===== src/sv/spc_pkg.sv =====
// Shared types, constants and helper functions for the scan polar-to-Cartesian block.
`timescale 1ns / 1ps

package spc_pkg;

  localparam int PTS_MAX = 1024;
  localparam int PTS_AW  = $clog2(PTS_MAX);

  localparam int IDX_W   = 10;
  localparam int RANGE_W = 16;
  localparam int POS_W   = 17;
  localparam int STEP_W  = 14;
  localparam int MAG_W   = 15;
  localparam int ANG_W   = 22;
  localparam int REM_W   = 20;

  localparam logic [STEP_W-1:0] STEP_RESET = 14'd5000;

  localparam logic [ANG_W-1:0] FULL_TURN    = 22'd3600000;
  localparam logic [ANG_W-1:0] QUARTER_TURN = 22'd900000;
  localparam logic [ANG_W-1:0] HALF_TURN    = 22'd1800000;
  localparam logic [ANG_W-1:0] THREE_QUART  = 22'd2700000;

  localparam logic [20:0] RAD_Q40 = 21'd1919010;
  localparam logic [30:0] ONE_Q30 = 31'h4000_0000;

  localparam logic [2:0] SINE_LAST = 3'd5;
  localparam logic [2:0] COS_LAST  = 3'd6;

  localparam logic [31:0] RCP_156 = 32'((64'd1 << 32) / 64'd156);
  localparam logic [31:0] RCP_110 = 32'((64'd1 << 32) / 64'd110);
  localparam logic [31:0] RCP_72  = 32'((64'd1 << 32) / 64'd72);
  localparam logic [31:0] RCP_42  = 32'((64'd1 << 32) / 64'd42);
  localparam logic [31:0] RCP_20  = 32'((64'd1 << 32) / 64'd20);
  localparam logic [31:0] RCP_6   = 32'((64'd1 << 32) / 64'd6);
  localparam logic [31:0] RCP_182 = 32'((64'd1 << 32) / 64'd182);
  localparam logic [31:0] RCP_132 = 32'((64'd1 << 32) / 64'd132);
  localparam logic [31:0] RCP_90  = 32'((64'd1 << 32) / 64'd90);
  localparam logic [31:0] RCP_56  = 32'((64'd1 << 32) / 64'd56);
  localparam logic [31:0] RCP_30  = 32'((64'd1 << 32) / 64'd30);
  localparam logic [31:0] RCP_12  = 32'((64'd1 << 32) / 64'd12);
  localparam logic [31:0] RCP_2   = 32'((64'd1 << 32) / 64'd2);

  typedef struct packed {
    logic [7:0]  d;
    logic [31:0] rcp;
  } div_t;

  typedef struct packed {
    logic             x_neg;
    logic [MAG_W-1:0] x_mag;
    logic             y_neg;
    logic [MAG_W-1:0] y_mag;
  } trig_entry_t;

  localparam int ENTRY_W = $bits(trig_entry_t);

  typedef struct packed {
    logic              we;
    logic [PTS_AW-1:0] addr;
    trig_entry_t       data;
  } tbl_wr_t;

  typedef enum logic [3:0] {
    FS_INIT,
    FS_SPLIT,
    FS_RAD,
    FS_SQ,
    FS_MUL,
    FS_RCP,
    FS_CORR,
    FS_SMUL,
    FS_SRND,
    FS_WRITE,
    FS_DONE
  } fill_state_t;

  function automatic div_t series_div(input logic cos_sel, input logic [2:0] k);
    div_t dv;
    case ({cos_sel, k})
      4'b0_000: dv = '{d: 8'd156, rcp: RCP_156};
      4'b0_001: dv = '{d: 8'd110, rcp: RCP_110};
      4'b0_010: dv = '{d: 8'd72,  rcp: RCP_72};
      4'b0_011: dv = '{d: 8'd42,  rcp: RCP_42};
      4'b0_100: dv = '{d: 8'd20,  rcp: RCP_20};
      4'b0_101: dv = '{d: 8'd6,   rcp: RCP_6};
      4'b1_000: dv = '{d: 8'd182, rcp: RCP_182};
      4'b1_001: dv = '{d: 8'd132, rcp: RCP_132};
      4'b1_010: dv = '{d: 8'd90,  rcp: RCP_90};
      4'b1_011: dv = '{d: 8'd56,  rcp: RCP_56};
      4'b1_100: dv = '{d: 8'd30,  rcp: RCP_30};
      4'b1_101: dv = '{d: 8'd12,  rcp: RCP_12};
      4'b1_110: dv = '{d: 8'd2,   rcp: RCP_2};
      default:  dv = '{d: 8'd2,   rcp: RCP_2};
    endcase
    return dv;
  endfunction

  function automatic logic [MAG_W-1:0] to_q15(input logic [31:0] v);
    logic [32:0] sum;
    logic [17:0] r;
    sum = {1'b0, v} + 33'd16384;
    r = sum[32:15];
    return (r > 18'd32767) ? 15'h7fff : r[MAG_W-1:0];
  endfunction

endpackage


===== src/sv/spc_trig_fill.sv =====
// Sequencer that computes the per-index sine and cosine table with one shared multiplier.
`timescale 1ns / 1ps

module spc_trig_fill import spc_pkg::*; (
  input  logic              clk,
  input  logic              rst_n,
  input  logic              cfg_we,
  input  logic [STEP_W-1:0] cfg_step,
  output tbl_wr_t           tbl_wr,
  output logic              tbl_ready
);

  fill_state_t       state_r, state_nxt;
  logic [STEP_W-1:0] step_r, step_nxt;
  logic [PTS_AW-1:0] addr_r, addr_nxt;
  logic [ANG_W-1:0]  ang_r, ang_nxt;
  logic [1:0]        quad_r, quad_nxt;
  logic [REM_W-1:0]  rem_r, rem_nxt;
  logic [30:0]       x_r, x_nxt;
  logic [31:0]       x2_r, x2_nxt;
  logic [30:0]       t_r, t_nxt;
  logic [31:0]       p_r, p_nxt;
  logic [31:0]       qe_r, qe_nxt;
  logic [MAG_W-1:0]  s15_r, s15_nxt;
  logic [2:0]        k_r, k_nxt;
  logic              cos_r, cos_nxt;

  div_t              dv;
  logic [31:0]       mul_a, mul_b;
  logic [63:0]       prod;
  logic [63:0]       prod_rnd;
  logic [31:0]       corr_rem;
  logic [31:0]       corr_q;
  logic [30:0]       t_step;
  logic [MAG_W-1:0]  c15;
  logic [ANG_W:0]    ang_sum;
  logic [ANG_W-1:0]  ang_wrap;
  logic [1:0]        split_quad;
  logic [ANG_W-1:0]  split_rem;
  logic              last_term;
  logic              last_addr;
  trig_entry_t       entry;

  assign dv        = series_div(cos_r, k_r);
  assign last_term = cos_r ? (k_r == COS_LAST) : (k_r == SINE_LAST);
  assign last_addr = (addr_r == PTS_AW'(PTS_MAX - 1));

  always_comb begin
    mul_a = {1'b0, x_r};
    mul_b = {1'b0, x_r};
    case (state_r)
      FS_RAD: begin
        mul_a = {12'b0, rem_r};
        mul_b = {11'b0, RAD_Q40};
      end
      FS_MUL: begin
        mul_a = x2_r;
        mul_b = {1'b0, t_r};
      end
      FS_RCP: begin
        mul_a = p_r;
        mul_b = dv.rcp;
      end
      FS_SMUL: begin
        mul_a = {1'b0, x_r};
        mul_b = {1'b0, t_r};
      end
      default: begin
        mul_a = {1'b0, x_r};
        mul_b = {1'b0, x_r};
      end
    endcase
  end

  assign prod     = {32'b0, mul_a} * {32'b0, mul_b};
  assign prod_rnd = prod + 64'd512;
  assign corr_rem = p_r - 32'(qe_r * {24'b0, dv.d});
  assign corr_q   = qe_r + {31'b0, (corr_rem >= {24'b0, dv.d})};
  assign t_step   = (corr_q > {1'b0, ONE_Q30}) ? 31'd0 : 31'({1'b0, ONE_Q30} - corr_q);
  assign c15      = to_q15({1'b0, t_r});
  assign ang_sum  = {1'b0, ang_r} + {{(ANG_W + 1 - STEP_W){1'b0}}, step_r};
  assign ang_wrap = (ang_sum >= {1'b0, FULL_TURN}) ? ANG_W'(ang_sum - {1'b0, FULL_TURN})
                                                   : ang_sum[ANG_W-1:0];

  always_comb begin
    if (ang_r >= THREE_QUART) begin
      split_quad = 2'd3;
      split_rem  = ang_r - THREE_QUART;
    end else if (ang_r >= HALF_TURN) begin
      split_quad = 2'd2;
      split_rem  = ang_r - HALF_TURN;
    end else if (ang_r >= QUARTER_TURN) begin
      split_quad = 2'd1;
      split_rem  = ang_r - QUARTER_TURN;
    end else begin
      split_quad = 2'd0;
      split_rem  = ang_r;
    end
  end

  always_comb begin
    case (quad_r)
      2'd0: entry = '{x_neg: 1'b0, x_mag: s15_r, y_neg: 1'b1, y_mag: c15};
      2'd1: entry = '{x_neg: 1'b0, x_mag: c15,   y_neg: 1'b0, y_mag: s15_r};
      2'd2: entry = '{x_neg: 1'b1, x_mag: s15_r, y_neg: 1'b0, y_mag: c15};
      default: entry = '{x_neg: 1'b1, x_mag: c15, y_neg: 1'b1, y_mag: s15_r};
    endcase
  end

  always_comb begin
    state_nxt = state_r;
    case (state_r)
      FS_INIT:  state_nxt = FS_SPLIT;
      FS_SPLIT: state_nxt = FS_RAD;
      FS_RAD:   state_nxt = FS_SQ;
      FS_SQ:    state_nxt = FS_MUL;
      FS_MUL:   state_nxt = FS_RCP;
      FS_RCP:   state_nxt = FS_CORR;
      FS_CORR: begin
        if (last_term) begin
          state_nxt = cos_r ? FS_WRITE : FS_SMUL;
        end else begin
          state_nxt = FS_MUL;
        end
      end
      FS_SMUL:  state_nxt = FS_SRND;
      FS_SRND:  state_nxt = FS_MUL;
      FS_WRITE: state_nxt = last_addr ? FS_DONE : FS_SPLIT;
      FS_DONE:  state_nxt = FS_DONE;
      default:  state_nxt = FS_INIT;
    endcase
    if (cfg_we) begin
      state_nxt = FS_INIT;
    end
  end

  always_comb begin
    step_nxt     = cfg_we ? cfg_step : step_r;
    addr_nxt     = addr_r;
    ang_nxt      = ang_r;
    quad_nxt     = quad_r;
    rem_nxt      = rem_r;
    x_nxt        = x_r;
    x2_nxt       = x2_r;
    t_nxt        = t_r;
    p_nxt        = p_r;
    qe_nxt       = qe_r;
    s15_nxt      = s15_r;
    k_nxt        = k_r;
    cos_nxt      = cos_r;
    tbl_wr.we    = 1'b0;
    tbl_wr.addr  = addr_r;
    tbl_wr.data  = entry;
    tbl_ready    = 1'b0;
    case (state_r)
      FS_INIT: begin
        addr_nxt = '0;
        ang_nxt  = '0;
      end
      FS_SPLIT: begin
        quad_nxt = split_quad;
        rem_nxt  = split_rem[REM_W-1:0];
        t_nxt    = ONE_Q30;
        k_nxt    = 3'd0;
        cos_nxt  = 1'b0;
      end
      FS_RAD: begin
        x_nxt = prod_rnd[40:10];
      end
      FS_SQ: begin
        x2_nxt = prod[61:30];
      end
      FS_MUL: begin
        p_nxt = prod[61:30];
      end
      FS_RCP: begin
        qe_nxt = prod[63:32];
      end
      FS_CORR: begin
        t_nxt = t_step;
        k_nxt = k_r + 3'd1;
      end
      FS_SMUL: begin
        p_nxt = prod[61:30];
      end
      FS_SRND: begin
        s15_nxt = to_q15(p_r);
        t_nxt   = ONE_Q30;
        k_nxt   = 3'd0;
        cos_nxt = 1'b1;
      end
      FS_WRITE: begin
        tbl_wr.we = 1'b1;
        addr_nxt  = addr_r + PTS_AW'(1);
        ang_nxt   = ang_wrap;
      end
      FS_DONE: begin
        tbl_ready = 1'b1;
      end
      default: begin
        tbl_ready = 1'b0;
      end
    endcase
  end

  always_ff @(posedge clk) begin
    if (!rst_n) begin
      state_r <= FS_INIT;
      step_r  <= STEP_RESET;
    end else begin
      state_r <= state_nxt;
      step_r  <= step_nxt;
    end
    addr_r <= addr_nxt;
    ang_r  <= ang_nxt;
    quad_r <= quad_nxt;
    rem_r  <= rem_nxt;
    x_r    <= x_nxt;
    x2_r   <= x2_nxt;
    t_r    <= t_nxt;
    p_r    <= p_nxt;
    qe_r   <= qe_nxt;
    s15_r  <= s15_nxt;
    k_r    <= k_nxt;
    cos_r  <= cos_nxt;
  end

endmodule


===== config.mk =====
export PLATFORM = sky130hd
export DESIGN_NAME = spc_trig_fill
export DESIGN_NICKNAME = d
export VERILOG_FILES = /design/src/sv/spc_pkg.sv /design/src/sv/spc_trig_fill.sv
export SDC_FILE = /design/constraint.sdc
export NUM_CORES = 2
export LEC_CHECK = 0
export BUFFER_PORTS_ARGS = -buffer_cell sky130_fd_sc_hd__clkbuf_2
export CORE_AREA = 2 2 375 303
export DETAILED_ROUTE_END_ITERATION = 12
export DIE_AREA = 0 0 377 305
export GPL_ROUTABILITY_DRIVEN = 0
export PLACE_DENSITY = 0.68
export RECOVER_POWER = 50
export REMOVE_ABC_BUFFERS = 1
export SYNTH_ARGS = -nofsm -noshare
export SYNTH_HDL_FRONTEND = slang
export SYNTH_SLANG_ARGS = --single-unit

===== constraint.sdc =====
create_clock -name clk -period 10.2 [get_ports clk]
set_input_delay 2.55 -clock clk [delete_from_list [all_inputs] [get_ports clk]]
set_output_delay 2.55 -clock clk [all_outputs]
set_load 0.005 [all_outputs]

==> impl_results.md <==
* Yosys cell types at 97
* F_max at around 100 MHz
* Global-route wire length before repair at 278600 µm
* Pre-antenna DRT Iters at 8
* CTS max path bufs at 3
* Synth Warn # at 0
* Remaining DRCs at 0
* Slowest stage delay, CP at ~0.56 ns
* Fraction of layout cells with a size suffix above 1 at under 10%
* CTS buffer count at 25
* Post-synthesis cell count at between 6000 and 7000
* Initial Util at 49.51%
* Finish-stage setup viols at 0
* Asr flop ratio synth at 0%
* CP Data Required Time at 10.53 ns
* WS Path Type: flip-flop to flip-flop
* Number of fill cells at a little over 10000
* Antenna Nets Post-Route at 0
* Flip-flop and latch area at about 7300 µm²
* Number of synthesized flops with an enable pin at 231
* Post-synth top area share at 38.12%
* Crit-path slowest cell: fa_1
* Row Count at 110
* Slew Viols, Final at 101
* Synth Area per Inst at 8.780 µm²
* Met2 usage at 43.57%
* Nets at 7811
* Setup crit end kind: flip-flop
* Drt wl/cell at 23.31 µm
* Area occupied by multi-input gates at 42560 µm²
* Part of the cycle the worst path needs at 98.42%
* Die width at 377 µm
* Leading post-synthesis cells by cell area: fa_1 (38%), edfxtp_1 (13%), ha_1 (8.7%), inv_1 (8.2%), nand2_1 (7.3%)
* Number of clock sinks at 249
* CP Launch Type: flip-flop
* Post-Syn Area at 55190 µm²
* Slew @ Worst Pin at between 5 and 6 ns
* Setup_tns at 0 ns
* Crit-path max FO at 16
* Initial antenna violation count at 6
* Layout area overhead at 8.472%
* Via count at between 40000 and 50000
* CORE AREA at roughly 110000 µm²
* Most common flop cell mapped by yosys: edfxtp_1
* Maxcap violations at 5
* Largest net degree at the start of global routing at slightly above 70
* Die area at 115000 µm²
* Iter 0 DRT Violations at 6374
* H-tree lvl count at 1
* DR vias/cell at 5.895
* Post-Place Worst Slack at -0.2633 ns
* Clk root buf: clkbuf_16
* Clock transition at path regs at 0.07 ns
* CP dominant cell by count: fa_1
* GRT busiest layer: met1
* Slew HR at -238.0%
* Final core occ at 53.70%
* Met1 usage at 46.74%
* Number of port buffers at 60
* Finished Layout Cells at 7839
* Congestion Overflow GR at 0
* Synth area leader: fa_1
* Final wirelength at about 180000 µm
* FF+latch count, synth at 249
* Met3 GRT Util at 11.09%
* Die Span Y at 305 µm
* Sequential area share after synthesis at 13.22%
* Gr usage total at between 30% and 40%
* Placed Cells at 7781
* Tmin final at 10.04 ns
* DP Wirelength at 150900 µm
* Failing checks: max-capacitance violations, max-slew violations
* Post-route setup slack at 0.1607 ns
* Reg2Reg Setup Slack at 0.16 ns
* CTS tree: built
* Hold Vio Cnt, Final at 0
* Top Ports at 61
* Crit path DAT at 10.37 ns
* Clk Latency, worst-skew pair at 0.55 ns
* Layout Skew at roughly 0.015 ns
* HP Class: flip-flop to flip-flop
* Run status: finished with violations
* Vias in the first global route at approximately 45000
[cell type report]
| class | instances | share of cell area (%) |
|---|---|---|
| clock buffers | 27 | 1.058 |
| inverters | 1205 | 7.580 |
| multi-input cells | 4521 | 71.09 |
| diodes | 4 | 0.01672 |
| flip-flops and latches | 249 | 12.19 |
| clock inverters | 19 | 0.4347 |
| well taps | 1456 | 3.043 |
| repair buffers | 358 | 4.592 |
[cell usage after synthesis (18+ instances only)]
| cell type | count |
|---|---|
| inv_1 | 1203 |
| nand2_1 | 1074 |
| fa_1 | 1051 |
| nor2_1 | 556 |
| ha_1 | 383 |
| clkbuf_1 | 287 |
| edfxtp_1 | 231 |
| xnor2_1 | 147 |
| a21oi_1 | 144 |
| o21ai_0 | 124 |
| and2_1 | 111 |
| nand3_1 | 74 |
| xor2_1 | 69 |
| nor3_1 | 62 |
| nand4_1 | 60 |
| nor2b_1 | 60 |
| a21o_1 | 52 |
| nand2b_1 | 39 |
| a22o_1 | 35 |
| and3_1 | 34 |
| and4_1 | 33 |
| o21a_1 | 31 |
| mux2i_1 | 27 |
| a211oi_1 | 22 |
| a22oi_1 | 21 |
| or2_2 | 21 |
| a31oi_1 | 20 |
| dfxtp_1 | 18 |
| nor4_1 | 18 |
| o211ai_1 | 18 |
[per-stage QoR]
stage	area, µm²	hold slack, ns
after CTS	59540	0.4963
after floorplan	54000	0.4469
after detailed placement	58620	0.4772
after global routing	59860	0.5255
after global placement	58620	0.4687
final	59870	0.4940
[repair_timing]
action | CTS | global route
cloned | 0 | 1
endpoints found under the setup margin | 62 | 113
pin swaps | 1 | 4
hold buffers | 0 | 0
gates resized for setup | 5 | 82
buffers inserted | 1 | 6
[registers in the layout, indices dropped and copies added (netlist names)]
register,flops
ang_r,22
p_r,32
x2_r,32
s15_r,15
k_r,3
qe_r,32
step_r,14
state_r,4
t_r,31
rem_r,20
addr_r,10
quad_r,2
cos_r,1
x_r,31
[metal layers]
layer / share of wire [%] / up-vias
met1: 40 / 22910
met3: 15 / 523
met4: 4.8 / 10
li1: - / 19700
met2: 40 / 3070
met5: 0.050 / -
[layout by cell type, fill, tap and decap left out, types with 58 or more instances in the layout]
cell type / n
xnor2_1: 144
ha_1: 379
clkbuf_2: 59
xor2_1: 68
and2_1: 107
nor2_1: 552
fa_1: 1051
nor2b_1: 58
nand2_1: 1069
a21oi_1: 143
nand4_1: 60
buf_4: 272
nand3_1: 74
o21ai_0: 113
edfxtp_1: 231
inv_1: 1201
[kinds of logic (layout without fill, tap and decap cells)]
| group | Yosys count | in the layout | synth area share [%] |
|---|---|---|---|
| AOI/OAI and AO/OA | 641 | 641 | 7.948 |
| xor gates and xnor gates | 219 | 219 | 3.552 |
| adders and majority gates | 1434 | 1434 | 46.80 |
| buffers and inverters | 1516 | 1609 | 10.38 |
| DFF | 249 | 249 | 13.22 |
| muxes | 30 | 30 | 0.5713 |
| other | 0 | 4 | 0 |
| and+or+nand+nor | 2197 | 2197 | 17.52 |
[worst paths after layout]
kind	start	end	cells after the start
max	k_r[0]$_SDFFCE_PP0P_	qe_r[26]$_DFFE_PN_	35
min	step_r[3]$_SDFFE_PN1P_	step_r[3]$_SDFFE_PN1P_	2
max reg2reg	k_r[0]$_SDFFCE_PP0P_	qe_r[26]$_DFFE_PN_	35
min reg2reg	step_r[3]$_SDFFE_PN1P_	step_r[3]$_SDFFE_PN1P_	2
[critical path, delay by kind of cell (launching register included)]
family                   cells  cell delay (ns)
buffers and inverters        9             1.10
adder cells (fa/ha/maj)      9             4.46
AO/OA/AOI/OAI                8             2.00
AND/OR/NAND/NOR              8             1.52
XOR/XNOR                     1             0.32
flip-flops                   1             0.41
Power is left out: the tool's default activity adds up to more than one toggle a clock period on the data nets, which glitch-free logic cannot reach.
